File: src/rtl/wsc_pkg.sv
// ----------------------------------------------------------------------------
// Weekly schedule countdown package
// Shared constants, command codes and the schedule entry layout.
// ----------------------------------------------------------------------------
package wsc_pkg;

   localparam int LED_COUNT   = 24;
   localparam int MAX_ENTRIES = 16;

   localparam int LED_W = 5;
   localparam int CNT_W = $clog2(MAX_ENTRIES + 1);
   localparam int IDX_W = (MAX_ENTRIES > 1) ? $clog2(MAX_ENTRIES) : 1;

   localparam int WEEK_SEC      = 604800;
   localparam int WEEK_SEC_PLUS = 604801;
   localparam int DAY_SEC       = 86400;
   localparam int HOUR_SEC      = 3600;
   localparam int MIN_SEC       = 60;

   localparam int SEC_W  = 20;
   localparam int SUM_W  = SEC_W + 1;
   localparam int QW     = $clog2(LED_COUNT + 1);
   localparam int PROD_W = SEC_W + QW;

   localparam logic [3:0] OFF_CODE = 4'd15;
   localparam logic [6:0] NO_MINUTE = 7'd127;

   typedef enum logic [2:0] {
      CMD_WRITE  = 3'd0,
      CMD_TICK   = 3'd1,
      CMD_EVAL   = 3'd2,
      CMD_MINUTE = 3'd3,
      CMD_APPLY  = 3'd4
   } cmd_type;

   typedef struct packed {
      logic [3:0] color;
      logic       enabled;
      logic       countdown;
      logic [5:0] minute;
      logic [4:0] hour;
      logic [6:0] days;
   } entry_type;

   typedef struct packed {
      logic start;
   } div_ctrl_type;

   typedef struct packed {
      logic busy;
      logic done;
   } div_stat_type;

   function automatic logic [SEC_W-1:0] time_sec(input logic [2:0] d, input logic [4:0] h,
                                                  input logic [5:0] m, input logic [5:0] s);
      logic [31:0] t;
      t = 32'(d) * 32'(DAY_SEC) + 32'(h) * 32'(HOUR_SEC) + 32'(m) * 32'(MIN_SEC) + 32'(s);
      return t[SEC_W-1:0];
   endfunction

endpackage

File: src/rtl/wsc_if.sv
// ----------------------------------------------------------------------------
// Weekly schedule countdown channels
// Request and response channels with valid and ready handshake.
// ----------------------------------------------------------------------------
interface wsc_req_if;
   logic       valid;
   logic       ready;
   logic [2:0] command;
   logic [3:0] entry_index;
   logic [6:0] day_mask;
   logic [2:0] weekday;
   logic [4:0] hour;
   logic [5:0] minute;
   logic [5:0] second;
   logic       countdown_flag;
   logic       enabled_flag;
   logic [3:0] color_code;
   logic       clock_valid;

   modport source (output valid, command, entry_index, day_mask, weekday, hour, minute,
                   second, countdown_flag, enabled_flag, color_code, clock_valid,
                   input ready);
   modport sink (input valid, command, entry_index, day_mask, weekday, hour, minute,
                 second, countdown_flag, enabled_flag, color_code, clock_valid,
                 output ready);
endinterface

interface wsc_rsp_if;
   logic       valid;
   logic       ready;
   logic       redraw;
   logic [4:0] leds_lit;
   logic [3:0] color_mode;
   logic       color_applied;

   modport source (output valid, redraw, leds_lit, color_mode, color_applied, input ready);
   modport sink (input valid, redraw, leds_lit, color_mode, color_applied, output ready);
endinterface

File: src/rtl/wsc_div.sv
// ----------------------------------------------------------------------------
// Weekly schedule countdown divider
// Restoring divider that yields one quotient bit per cycle.
// ----------------------------------------------------------------------------
module wsc_div (
   input  logic                         clock,
   input  logic                         reset,
   input  wsc_pkg::div_ctrl_type        ctrl,
   input  logic [wsc_pkg::PROD_W-1:0]   dividend,
   input  logic [wsc_pkg::SUM_W-1:0]    divisor,
   output wsc_pkg::div_stat_type        stat,
   output logic [wsc_pkg::QW-1:0]       quotient
);
   import wsc_pkg::*;

   localparam int RW  = SUM_W + QW;
   localparam int QSW = $clog2(QW + 1);

   logic [PROD_W-1:0] rem_ff, rem_in;
   logic [SUM_W-1:0]  dvs_ff, dvs_in;
   logic [QSW-1:0]    step_ff, step_in;
   logic [QW-1:0]     q_ff, q_in;
   logic              busy_ff, busy_in;
   logic              done_ff, done_in;
   logic [RW-1:0]     trial;
   logic [RW-1:0]     rem_ext;
   logic              fits;

   always_comb begin
      trial   = RW'(dvs_ff) << step_ff;
      rem_ext = RW'(rem_ff);
      fits    = rem_ext >= trial;
      rem_in  = rem_ff;
      dvs_in  = dvs_ff;
      step_in = step_ff;
      q_in    = q_ff;
      busy_in = busy_ff;
      done_in = 1'b0;
      if (ctrl.start) begin
         rem_in  = dividend;
         dvs_in  = divisor;
         step_in = QSW'(QW - 1);
         q_in    = '0;
         busy_in = 1'b1;
      end else if (busy_ff) begin
         if (fits) begin
            rem_in = PROD_W'(rem_ext - trial);
         end
         q_in = (q_ff << 1) | QW'(fits);
         if (step_ff == '0) begin
            busy_in = 1'b0;
            done_in = 1'b1;
         end else begin
            step_in = step_ff - QSW'(1);
         end
      end
   end

   always_ff @(posedge clock) begin
      rem_ff  <= rem_in;
      dvs_ff  <= dvs_in;
      step_ff <= step_in;
      q_ff    <= q_in;
      if (reset) begin
         busy_ff <= 1'b0;
         done_ff <= 1'b0;
      end else begin
         busy_ff <= busy_in;
         done_ff <= done_in;
      end
   end

   assign stat.busy = busy_ff;
   assign stat.done = done_ff;
   assign quotient  = q_ff;

endmodule

File: src/rtl/weekly_schedule_countdown_unit.sv
// ----------------------------------------------------------------------------
// Weekly schedule countdown unit
// Schedule table with countdown, evaluate, minute check and apply commands.
// ----------------------------------------------------------------------------
// Write, apply and ignored requests go from S_IDLE through S_DONE to the response register.
// Countdown tick and evaluate scan 7 days of each entry in use, one per cycle;
// a countdown tick also runs the divider when the chosen entry counts down.
// The minute check scans one entry per cycle.
// One request is in work at a time; the response register frees the input.
// Synchronous reset clears control state; the schedule table is not cleared.
module weekly_schedule_countdown_unit (
   input  logic       clock,
   input  logic       reset,
   wsc_req_if.sink    req_chan,
   wsc_rsp_if.source  rsp_chan,
   input  logic       csr_write_enable,
   input  logic [4:0] csr_write_data
);
   import wsc_pkg::*;

   typedef enum logic [2:0] {
      S_IDLE, S_SCAN, S_RESOLVE, S_DIV, S_DIV_WAIT, S_DONE
   } state_type;

   typedef enum logic [1:0] { M_TICK, M_EVAL, M_MINUTE } mode_type;

   state_type         state_ff;
   mode_type          mode_ff;
   entry_type         table_ff [MAX_ENTRIES];
   logic [4:0]        count_ff;
   logic [3:0]        color_ff;
   logic [LED_W-1:0]  lit_ff;
   logic [6:0]        last_min_ff;
   logic [SEC_W-1:0]  now_ff;
   logic [2:0]        wd_ff;
   logic [4:0]        hr_ff;
   logic [5:0]        mn_ff;
   logic [IDX_W-1:0]  idx_ff;
   logic [2:0]        day_ff;
   logic [SEC_W-1:0]  best_e_ff;
   logic [SEC_W-1:0]  best_r_ff;
   logic              found_ff;
   logic              act_cd_ff;
   logic [3:0]        act_color_ff;
   logic              redraw_ff;
   logic              applied_ff;
   logic              rsp_valid_ff;
   logic              rsp_redraw_ff;
   logic [LED_W-1:0]  rsp_leds_ff;
   logic [3:0]        rsp_color_ff;
   logic              rsp_applied_ff;

   logic [CNT_W-1:0]  n_use;
   logic              time_ok;
   logic              accept;
   entry_type         ent;
   logic              ent_ok;
   logic [SEC_W-1:0]  s_sec;
   logic [SUM_W-1:0]  el_raw;
   logic [SEC_W-1:0]  el;
   logic [SEC_W-1:0]  rm;
   logic              last_idx;
   logic              min_match;
   logic [LED_W-1:0]  want;
   logic [QW-1:0]     quotient;
   div_ctrl_type      div_ctrl;
   div_stat_type      div_stat;

   assign n_use   = (count_ff > 5'(MAX_ENTRIES)) ? CNT_W'(MAX_ENTRIES) : CNT_W'(count_ff);
   assign time_ok = req_chan.clock_valid && req_chan.weekday <= 3'd6 && req_chan.hour <= 5'd23
                    && req_chan.minute <= 6'd59 && req_chan.second <= 6'd59;
   assign req_chan.ready = (state_ff == S_IDLE);
   assign accept = req_chan.valid && req_chan.ready;

   always_comb begin
      ent       = table_ff[idx_ff];
      ent_ok    = ent.hour <= 5'd23 && ent.minute <= 6'd59;
      s_sec     = time_sec(day_ff, ent.hour, ent.minute, 6'd0);
      el_raw    = SUM_W'(now_ff) - SUM_W'(s_sec);
      el        = el_raw[SEC_W] ? SEC_W'(el_raw + SUM_W'(WEEK_SEC)) : el_raw[SEC_W-1:0];
      rm        = (s_sec > now_ff) ? SEC_W'(s_sec - now_ff)
                                   : SEC_W'(SUM_W'(s_sec) + SUM_W'(WEEK_SEC) - SUM_W'(now_ff));
      last_idx  = (idx_ff == IDX_W'(n_use - CNT_W'(1)));
      min_match = ent_ok && ent.enabled && ent.days[wd_ff] && ent.hour == hr_ff
                  && ent.minute == mn_ff;
      want      = (LED_COUNT > int'(quotient) + 1) ? LED_W'(LED_COUNT - int'(quotient))
                                                     : LED_W'(1);
      div_ctrl.start = (state_ff == S_DIV);
   end

   wsc_div u_div (
      .clock    (clock),
      .reset    (reset),
      .ctrl     (div_ctrl),
      .dividend (PROD_W'(best_e_ff) * PROD_W'(LED_COUNT)),
      .divisor  (SUM_W'(best_e_ff) + SUM_W'(best_r_ff)),
      .stat     (div_stat),
      .quotient (quotient)
   );

   always_ff @(posedge clock) begin
      if (accept && req_chan.command == CMD_WRITE && 32'(req_chan.entry_index) < MAX_ENTRIES) begin
         table_ff[IDX_W'(req_chan.entry_index)] <= '{color: req_chan.color_code,
            enabled: req_chan.enabled_flag, countdown: req_chan.countdown_flag,
            minute: req_chan.minute, hour: req_chan.hour, days: req_chan.day_mask};
      end
   end

   always_ff @(posedge clock) begin
      if (reset) begin
         state_ff     <= S_IDLE;
         mode_ff      <= M_TICK;
         count_ff     <= '0;
         color_ff     <= OFF_CODE;
         lit_ff       <= LED_W'(LED_COUNT);
         last_min_ff  <= NO_MINUTE;
         rsp_valid_ff <= 1'b0;
         redraw_ff    <= 1'b0;
         applied_ff   <= 1'b0;
         found_ff     <= 1'b0;
      end else begin
         if (csr_write_enable) begin
            count_ff <= csr_write_data;
         end
         if (rsp_valid_ff && rsp_chan.ready) begin
            rsp_valid_ff <= 1'b0;
         end
         unique case (state_ff)
            S_IDLE: begin
               if (accept) begin
                  wd_ff      <= req_chan.weekday;
                  hr_ff      <= req_chan.hour;
                  mn_ff      <= req_chan.minute;
                  idx_ff     <= '0;
                  day_ff     <= '0;
                  best_e_ff  <= SEC_W'(WEEK_SEC_PLUS);
                  best_r_ff  <= SEC_W'(WEEK_SEC_PLUS);
                  found_ff   <= 1'b0;
                  redraw_ff  <= 1'b0;
                  applied_ff <= 1'b0;
                  state_ff   <= S_DONE;
                  case (req_chan.command)
                     CMD_TICK: begin
                        now_ff  <= time_sec(req_chan.weekday, req_chan.hour,
                                            req_chan.minute, req_chan.second);
                        mode_ff <= M_TICK;
                        if (color_ff != OFF_CODE && time_ok && n_use != '0) begin
                           state_ff <= S_SCAN;
                        end
                     end
                     CMD_EVAL: begin
                        now_ff  <= time_sec(req_chan.weekday, req_chan.hour,
                                            req_chan.minute, 6'd0);
                        mode_ff <= M_EVAL;
                        if (n_use == '0) begin
                           color_ff   <= OFF_CODE;
                           lit_ff     <= LED_W'(LED_COUNT);
                           redraw_ff  <= 1'b1;
                           applied_ff <= 1'b1;
                        end else if (time_ok) begin
                           state_ff <= S_SCAN;
                        end
                     end
                     CMD_MINUTE: begin
                        mode_ff <= M_MINUTE;
                        if (time_ok && {1'b0, req_chan.minute} != last_min_ff) begin
                           last_min_ff <= {1'b0, req_chan.minute};
                           if (n_use != '0) begin
                              state_ff <= S_SCAN;
                           end
                        end
                     end
                     CMD_APPLY: begin
                        color_ff   <= req_chan.color_code;
                        lit_ff     <= LED_W'(LED_COUNT);
                        redraw_ff  <= 1'b1;
                        applied_ff <= 1'b1;
                     end
                     default: begin
                     end
                  endcase
               end
            end
            S_SCAN: begin
               if (mode_ff == M_MINUTE) begin
                  if (min_match) begin
                     found_ff     <= 1'b1;
                     act_color_ff <= ent.color;
                  end
                  idx_ff <= idx_ff + IDX_W'(1);
                  if (last_idx) begin
                     state_ff <= S_RESOLVE;
                  end
               end else begin
                  if (ent_ok && ent.days[day_ff]) begin
                     if (el < best_e_ff) begin
                        best_e_ff    <= el;
                        found_ff     <= 1'b1;
                        act_cd_ff    <= ent.countdown;
                        act_color_ff <= ent.color;
                     end
                     if (rm < best_r_ff) begin
                        best_r_ff <= rm;
                     end
                  end
                  if (day_ff == 3'd6) begin
                     day_ff <= '0;
                     idx_ff <= idx_ff + IDX_W'(1);
                     if (last_idx) begin
                        state_ff <= S_RESOLVE;
                     end
                  end else begin
                     day_ff <= day_ff + 3'd1;
                  end
               end
            end
            S_RESOLVE: begin
               state_ff <= S_DONE;
               if (mode_ff == M_TICK) begin
                  if (found_ff) begin
                     if (act_cd_ff) begin
                        state_ff <= S_DIV;
                     end else if (lit_ff != LED_W'(LED_COUNT)) begin
                        lit_ff    <= LED_W'(LED_COUNT);
                        redraw_ff <= 1'b1;
                     end
                  end
               end else if (mode_ff == M_EVAL || found_ff) begin
                  color_ff   <= found_ff ? act_color_ff : OFF_CODE;
                  lit_ff     <= LED_W'(LED_COUNT);
                  redraw_ff  <= 1'b1;
                  applied_ff <= 1'b1;
               end
            end
            S_DIV: begin
               state_ff <= S_DIV_WAIT;
            end
            S_DIV_WAIT: begin
               if (div_stat.done) begin
                  state_ff <= S_DONE;
                  if (want != lit_ff) begin
                     lit_ff    <= want;
                     redraw_ff <= 1'b1;
                  end
               end
            end
            S_DONE: begin
               if (!rsp_valid_ff || rsp_chan.ready) begin
                  rsp_valid_ff   <= 1'b1;
                  rsp_redraw_ff  <= redraw_ff;
                  rsp_leds_ff    <= lit_ff;
                  rsp_color_ff   <= color_ff;
                  rsp_applied_ff <= applied_ff;
                  state_ff       <= S_IDLE;
               end
            end
            default: state_ff <= S_IDLE;
         endcase
      end
   end

   assign rsp_chan.valid         = rsp_valid_ff;
   assign rsp_chan.redraw        = rsp_redraw_ff;
   assign rsp_chan.leds_lit      = rsp_leds_ff;
   assign rsp_chan.color_mode    = rsp_color_ff;
   assign rsp_chan.color_applied = rsp_applied_ff;

endmodule

File: src/flat_wrapper.sv
// flat-port wrapper written by rule: the top's interface ports become plain ports
module weekly_schedule_countdown_unit_flat import wsc_pkg::*;
  (clock, reset, csr_write_enable, csr_write_data, req_chan_valid, req_chan_command, req_chan_entry_index, req_chan_day_mask, req_chan_weekday, req_chan_hour, req_chan_minute, req_chan_second, req_chan_countdown_flag, req_chan_enabled_flag, req_chan_color_code, req_chan_clock_valid, req_chan_ready, rsp_chan_valid, rsp_chan_redraw, rsp_chan_leds_lit, rsp_chan_color_mode, rsp_chan_color_applied, rsp_chan_ready);
  wsc_req_if req_chan_i ();
  wsc_rsp_if rsp_chan_i ();
  input  logic clock;
  input  logic reset;
  input  logic csr_write_enable;
  input  logic [4:0] csr_write_data;
  input wire logic [$bits(req_chan_i.valid)-1:0] req_chan_valid;
  input wire logic [$bits(req_chan_i.command)-1:0] req_chan_command;
  input wire logic [$bits(req_chan_i.entry_index)-1:0] req_chan_entry_index;
  input wire logic [$bits(req_chan_i.day_mask)-1:0] req_chan_day_mask;
  input wire logic [$bits(req_chan_i.weekday)-1:0] req_chan_weekday;
  input wire logic [$bits(req_chan_i.hour)-1:0] req_chan_hour;
  input wire logic [$bits(req_chan_i.minute)-1:0] req_chan_minute;
  input wire logic [$bits(req_chan_i.second)-1:0] req_chan_second;
  input wire logic [$bits(req_chan_i.countdown_flag)-1:0] req_chan_countdown_flag;
  input wire logic [$bits(req_chan_i.enabled_flag)-1:0] req_chan_enabled_flag;
  input wire logic [$bits(req_chan_i.color_code)-1:0] req_chan_color_code;
  input wire logic [$bits(req_chan_i.clock_valid)-1:0] req_chan_clock_valid;
  output wire logic [$bits(req_chan_i.ready)-1:0] req_chan_ready;
  output wire logic [$bits(rsp_chan_i.valid)-1:0] rsp_chan_valid;
  output wire logic [$bits(rsp_chan_i.redraw)-1:0] rsp_chan_redraw;
  output wire logic [$bits(rsp_chan_i.leds_lit)-1:0] rsp_chan_leds_lit;
  output wire logic [$bits(rsp_chan_i.color_mode)-1:0] rsp_chan_color_mode;
  output wire logic [$bits(rsp_chan_i.color_applied)-1:0] rsp_chan_color_applied;
  input wire logic [$bits(rsp_chan_i.ready)-1:0] rsp_chan_ready;
  assign req_chan_i.valid = req_chan_valid;
  assign req_chan_i.command = req_chan_command;
  assign req_chan_i.entry_index = req_chan_entry_index;
  assign req_chan_i.day_mask = req_chan_day_mask;
  assign req_chan_i.weekday = req_chan_weekday;
  assign req_chan_i.hour = req_chan_hour;
  assign req_chan_i.minute = req_chan_minute;
  assign req_chan_i.second = req_chan_second;
  assign req_chan_i.countdown_flag = req_chan_countdown_flag;
  assign req_chan_i.enabled_flag = req_chan_enabled_flag;
  assign req_chan_i.color_code = req_chan_color_code;
  assign req_chan_i.clock_valid = req_chan_clock_valid;
  assign req_chan_ready = req_chan_i.ready;
  assign rsp_chan_valid = rsp_chan_i.valid;
  assign rsp_chan_redraw = rsp_chan_i.redraw;
  assign rsp_chan_leds_lit = rsp_chan_i.leds_lit;
  assign rsp_chan_color_mode = rsp_chan_i.color_mode;
  assign rsp_chan_color_applied = rsp_chan_i.color_applied;
  assign rsp_chan_i.ready = rsp_chan_ready;
  weekly_schedule_countdown_unit u_core (.clock(clock), .reset(reset), .req_chan(req_chan_i), .rsp_chan(rsp_chan_i), .csr_write_enable(csr_write_enable), .csr_write_data(csr_write_data));
endmodule
File: config.mk
export PLATFORM = sky130hd
export DESIGN_NAME = weekly_schedule_countdown_unit_flat
export DESIGN_NICKNAME = d
export VERILOG_FILES = /design/src/rtl/wsc_pkg.sv /design/src/rtl/wsc_if.sv /design/src/rtl/wsc_div.sv /design/src/rtl/weekly_schedule_countdown_unit.sv /design/src/flat_wrapper.sv
export SDC_FILE = /design/constraint.sdc
export NUM_CORES = 1
export LEC_CHECK = 0
export ABC_AREA = 1
export BUFFER_PORTS_ARGS = -buffer_cell sky130_fd_sc_hd__buf_2
export CAP_MARGIN = 20
export CORE_MARGIN = 3
export CORE_UTILIZATION = 55
export CTS_CLUSTER_SIZE = 24
export DETAILED_ROUTE_END_ITERATION = 7
export PLACE_DENSITY = 0.85
export SYNTH_ARGS = -nofsm -noshare
export SYNTH_HDL_FRONTEND = slang
export SYNTH_SLANG_ARGS = --single-unit
File: constraint.sdc
create_clock -name clock -period 10.1 [get_ports clock]
set_input_delay 0.505 -clock clock [delete_from_list [all_inputs] [get_ports clock]]
set_output_delay 0.505 -clock clock [all_outputs]
set_load 0.02 [all_outputs]
==> impl_results.md, run 1 <==
- Status: complete, no violations
- Synthesized area per cell: 8.90 sq um
- Detail Placement HPWL: 65,200 microns
- Vias in the first global route: roughly 28,000
- Top FF cell, synth: edfxtp_1
- Most frequent cell on the critical path: ha_1
- First-pass GRT wire length: roughly 150,000 microns
- Clock Tree Buf Depth: 3
- Ys async rst share: 0%
- Port Buffer Count: 63
- ANT nets after route: 0
- Period utilization: 93.8%
- Routed wire length: 94,900 microns
- DR WL/cell: between 15 and 20 microns
- Post-cts hold buffer count: 0
- EDFF count, synth: around 520
- CTS tree: yes
- Iter 0 DRT Violations: about 3,100
- Hold WS: ~0.15 ns
- RD Place Congestion: ~1
- CTS clk-pin slew, worst paths: approximately 0.060 ns
- WP data required: between 10 and 15 ns
- Placed instance area: 37,700 sq um
- Initial core utilization: between 50% and 60%
- Worst setup margin: about 0.62 ns
- #FFs+latches synth: approximately 570
- H-tree levels: 2
- CTS root buf: clkbuf_16
- Cts bufs inserted: 58
- Met3 wire len: about 8400 microns
- Crit path DAT: about 9.8 ns
- Largest delay share family, worst path: adder cells
- M1 WL: approximately 38,000 microns
- Die width: approximately 260 microns
- Post-Syn Instances: just over 4,000
- Share of layout cells above drive strength 1: under 10%
- I/O pin count: 64
- Netlist cell types: 68
- Net count after synthesis: about 4,500
- Max stage delay cell, worst path: buf_4
- Most common cell after layout, fill and taps aside: nand2_1
- Slew of the pin with the lowest slew margin: 1.14 ns
- Avg Vias per Cell: about 5.7
- Wire length on met2: approximately 44,000 microns
- Commonest non-fill, non-tap cells in the layout: nand2_1 (990), inv_1 (563), edfxtp_1 (524)
- Fmax: approximately 0.11 GHz
- Largest net degree at the start of global routing: 72
- Number of cells on the worst hold path: 3
- GRT Resource Usage Total: 26.6%
- Rel. slew slack: roughly a quarter
- Place WS: roughly 0.28 ns
- Top Layer Used: met4
- Overflow after GRT: 0
- Nature of the critical path endpoint: register
- Worst path depth: 45
- Clock skew: 0.0961 ns
- CP Launch Type: register
- Register area share after synthesis: 45.8%
- Cells on worst reg2reg path: between 40 and 50
- Class of the worst hold path: in -> reg
- Full die area: between 60,000 and 70,000 sq um
- Clk sink count: 571
- Crit path largest cell delay: approximately 0.66 ns
- TritonRoute pass-1 iters: 6
- Yosys Warn Count: 0
- Core area: 64,900 sq um
- Mapped Area: roughly 36,000 sq um
- Fin. Hold Viols: 0
- CP Max Fanout: between 70 and 80
- # DRC: 0
- Buf/Inv on CP: 10
- Final Cell Area: 39,900 sq um
- Site row count: 93
- Die Y: 263 microns
- # setup viols final: 0
- Max_cap viols: 0
- Via count: approximately 29,000
- Nets: ~4,600
- Clock insertion delay at the later pin of the skew report: between 0.6 and 0.7 ns
- Final period demand of the worst path: approximately 9.5 ns
- Final Max Tran Viols: 0
- Initial antenna violation count: 1
- Area growth syn-to-layout: 9.77%
- Crit path kind: reg -> reg
## cell type report
cell class,instances,area (sq um)
clock buffer,67,1510
multi-input combinational,2816,17100
antenna,1,2.50
timing repair buffer,108,767
fill,5117,25000
clock inverter,43,549
timing repair inverter,1,8.76
inverter,588,2220
sequential,571,16700
tap,855,1070
## logic make-up after synthesis
group	count (synthesis)	synth area share [%]
flops	571	45.8
compound gates	570	9.32
mux	1	0.0275
fa+ha+maj	356	13.3
simple gates	1728	20.0
buf+inv	699	7.64
xor+xnor	161	3.92
## registers in the layout, summed over array words and instances, names as in the netlist, 4 cells and up, named ones only
signal	count
u_core.now_ff	20
u_core.act_color_ff	4
u_core.u_div.rem_ff	25
u_core.hr_ff	5
u_core.last_min_ff	7
u_core.lit_ff	5
u_core.best_r_ff	20
u_core.rsp_chan.color_mode	4
u_core.color_ff	4
u_core.table_ff	384
u_core.best_e_ff	20
u_core.u_div.quotient	5
u_core.idx_ff	4
u_core.u_div.dvs_ff	21
u_core.mn_ff	6
u_core.rsp_chan.leds_lit	5
u_core.count_ff	5
## cell usage after synthesis (16+ instances only)
| cell type | count | area (sq um) |
|---|---|---|
| nand2_1 | 993 | 3730 |
| inv_1 | 565 | 2120 |
| edfxtp_1 | 524 | 15700 |
| nand3_1 | 350 | 1750 |
| ha_1 | 305 | 3820 |
| nor2_1 | 265 | 995 |
| a21oi_1 | 205 | 1030 |
| o21ai_0 | 167 | 836 |
| xor2_1 | 101 | 885 |
| xnor2_1 | 58 | 508 |
| fa_1 | 51 | 1020 |
| clkbuf_1 | 49 | 184 |
| dfxtp_1 | 47 | 941 |
| buf_2 | 38 | 190 |
| nand4_1 | 33 | 206 |
| o21ai_1 | 32 | 160 |
| nor3_1 | 29 | 145 |
| o221ai_1 | 25 | 219 |
| o211ai_1 | 21 | 158 |
| inv_2 | 19 | 71.3 |
| o21ai_2 | 16 | 140 |
| o21bai_1 | 16 | 120 |
## per-layer routing
layer | up-vias | GRT usage [%]
met5 | - | 0
li1 | 13776 | -
met2 | 1501 | 43.5
met4 | 0 | 12.7
met3 | 284 | 3.55
met1 | 13402 | 35.1
## worst paths after layout
kind                      from                          end  slack [ns]
max                   register          u_core.best_r_ff[7]        0.62
min          csr_write_data[0]           u_core.count_ff[0]        0.15
max reg2reg           register          u_core.best_r_ff[7]        0.62
min reg2reg   u_core.lit_ff[0]  u_core.rsp_chan.leds_lit[0]        0.44
## stage by stage
| stage | util [%] | std cells | TNS (ns) |
|---|---|---|---|
| 2_1_floorplan | - | 4086 | 0 |
| 3_3_place_gp | 58.0 | 4931 | 0 |
| 3_5_place_dp | 58.0 | 4931 | 0 |
| 4_1_cts | 61.2 | 5041 | 0 |
| 5_1_grt | 61.5 | 5050 | -1.44 |
| 6_report | 61.5 | 5050 | 0 |
## worst reg2reg max path, delay by kind of cell (launching register included)
family,cells,cell delay [ns]
AOI/OAI and AO/OA,8,1.35
xor gates and xnor gates,2,0.39
adders and majority gates,9,3.14
buffers and inverters,10,1.68
DFF,1,0.40
and+or+nand+nor,16,2.16
## what timing repair did
item | 4_1_cts | 5_1_grt
setup endpoints to repair | 0 | 46
gates resized for setup | 0 | 34
hold endpoints to repair | 0 | 0
buffers inserted | 0 | 4
Power of run 1 is left out: the tool's default activity adds up to more than one toggle a clock period on the data nets, which glitch-free logic cannot reach.
==> inputs of run 2 (changes only) <==
- ABC_AREA: 1 -> not set
==> impl_results.md, run 2 <==
- Status: complete, no violations
- Overflow after GRT: 0
- Regs by FF count: u_core.table_ff: 384 flops, u_core.u_div.rem_ff: 25 flops, u_core.u_div.dvs_ff: 21 flops
- Net count after synthesis: 3,154
- Via count: around 24,000
- Area growth syn-to-layout: 12.0%
- I/O pin count: 64
- DR WL/cell: 23.3 microns
- Max_cap viols: 0
- Die width: roughly 260 microns
- Crit path largest cell delay: about 0.6 ns
- Clock Tree Buf Depth: 3
- Period utilization: slightly below 100%
- Most frequent cell on the critical path: a21oi_2
- Nets: 3,289
- RD Place Congestion: about 0.91
- Port Buffer Count: between 60 and 70
- Avg Vias per Cell: between 6 and 7
- ANT nets after route: 0
- Yosys Warn Count: 0
- Area contributors post-synth: edfxtp_1 (46%), ha_1 (11%), mux4_2 (8.1%)
- CP Max Fanout: 6
- Most common cell after layout, fill and taps aside: edfxtp_1
- Die Y: around 260 microns
- Cts bufs inserted: 55
- Rel. slew slack: between 20 and 30%
- Synth top area share: between 40% and 50%
- Crit path kind: reg -> reg
- CTS clk-pin slew, worst paths: about 0.060 ns
- Mapped Area: between 30,000 and 40,000 sq um
- Largest delay share family, worst path: compound AO/OA/AOI/OAI gates
- GRT Resource Usage Total: approximately a quarter
- Ys async rst share: 0%
- Cells on worst reg2reg path: 44
- Worst path depth: between 40 and 50
- Detail Placement HPWL: about 59,000 microns
- Core area: between 60,000 and 70,000 sq um
- Max stage delay cell, worst path: fa_2
- Clock skew: 0.0373 ns
- H-tree levels: 2
- Post-Syn Instances: about 2,700
- Top FF cell, synth: edfxtp_1
- Nature of the critical path endpoint: register
- Commonest cells in the netlist: edfxtp_1 (524), ha_1 (305), inv_1 (232)
- Max reg flops: 384
- Slew of the pin with the lowest slew margin: 1.08 ns
- Clk sink count: around 570
- Vias in the first global route: ~24,000
- Initial core utilization: 56.3%
- First-pass GRT wire length: around 130,000 microns
- #FFs+latches synth: roughly 570
- Final period demand of the worst path: slightly below 10 ns
- Initial antenna violation count: 5
- Number of cells on the worst hold path: 3
- CP Launch Type: register
- Post-cts hold buffer count: 0
- Clock insertion delay at the later pin of the skew report: around 0.64 ns
- Largest net degree at the start of global routing: 40
- Buf/Inv on CP: 8
- Fin. Hold Viols: 0
- # setup viols final: 0
- Synthesized area per cell: 12.5 sq um
- Routed wire length: between 80,000 and 90,000 microns
- # DRC: 0
- Crit path DAT: 10.18 ns
- Cell taking the most area after synthesis: edfxtp_1
- CTS tree: yes
- Register area share after synthesis: between 40% and 50%
- RSZ-0062 raised after global routing: yes
- Final Max Tran Viols: 0
- Most instantiated library cell after synthesis: edfxtp_1
- Largest register by flop count: u_core.table_ff
- EDFF count, synth: approximately 520
- Class of the worst hold path: in -> reg
- TNS Setup: 0 ns
- Netlist cell types: between 80 and 90
- Commonest non-fill, non-tap cells in the layout: edfxtp_1 (524), ha_1 (295), inv_1 (228)
- CTS root buf: clkbuf_16
- Iter 0 DRT Violations: approximately 2,200
- Site row count: 90
- TritonRoute pass-1 iters: 5
- Share of layout cells above drive strength 1: between 10% and 20%
- Fmax: 0.102 GHz
- Full die area: around 66,000 sq um
- WP data required: ~10 ns
-- run 2: final timing paths --
kind / startpoint / slack (ns) / endpoint
min reg2reg: u_core.last_min_ff[6] / 0.46 / u_core.last_min_ff[6]
max: register / 0.25 / u_core.best_e_ff[14]
min: csr_write_data[0] / 0.13 / u_core.count_ff[0]
max reg2reg: register / 0.25 / u_core.best_e_ff[14]
-- run 2: metal layers --
layer	vias to the layer above	routed length (microns)	GRT usage, %
li1	10520	-	-
met1	11668	32900	31.6
met2	1145	45000	45.9
met5	-	21	0
met3	253	6080	3.53
met4	4	3690	10.7
-- run 2: what timing repair did --
action | in CTS | in global routing
pin swaps | 4 | 35
endpoints found under the setup margin | 25 | 46
resized for setup | 12 | 60
setup buffers | 2 | 9
gates cloned | 0 | 4
-- run 2: metrics by stage --
| step | setup slack [ns] | util [%] | hold slack, ns | std cells | instance area [sq um] |
|---|---|---|---|---|---|
| after floorplan | 0.0316 | - | 0.408 | 2747 | 34400 |
| after global placement | 0.0935 | 59.1 | 0.432 | 3633 | 36100 |
| after detailed placement | -0.344 | 59.1 | 0.442 | 3634 | 36100 |
| after CTS | 0.000149 | 62.1 | 0.114 | 3739 | 37900 |
| after global routing | -0.142 | 63.0 | 0.135 | 3756 | 38500 |
| final | 0.251 | 63.0 | 0.131 | 3759 | 38500 |
-- run 2: cell families after synthesis --
| kind of cell | after synthesis | share of synthesized area (%) |
|---|---|---|
| flops | 571 | 48.5 |
| fa+ha+maj | 356 | 14.1 |
| xor+xnor | 203 | 5.17 |
| simple gates | 585 | 8.36 |
| compound gates | 500 | 9.38 |
| buf+inv | 321 | 3.75 |
| mux | 211 | 10.7 |
-- run 2: layout make-up --
class                           count  area, sq um
Multi-Input combinational cell   1855        16800
Antenna cell                        3         7.51
Tap cell                          828         1040
Inverter                          235          882
Sequential cell                   571        16700
Fill cell                        4347        22600
Timing Repair Buffer              164         1210
Clock inverter                     23          269
Clock buffer                       80         1540
-- run 2: tightest hold or removal path, cell delays in order --
cell and delay, ns:
buf_2 0.08, mux2i_1 0.06, nor2_1 0.08
Power of run 2 is left out for the same reason.
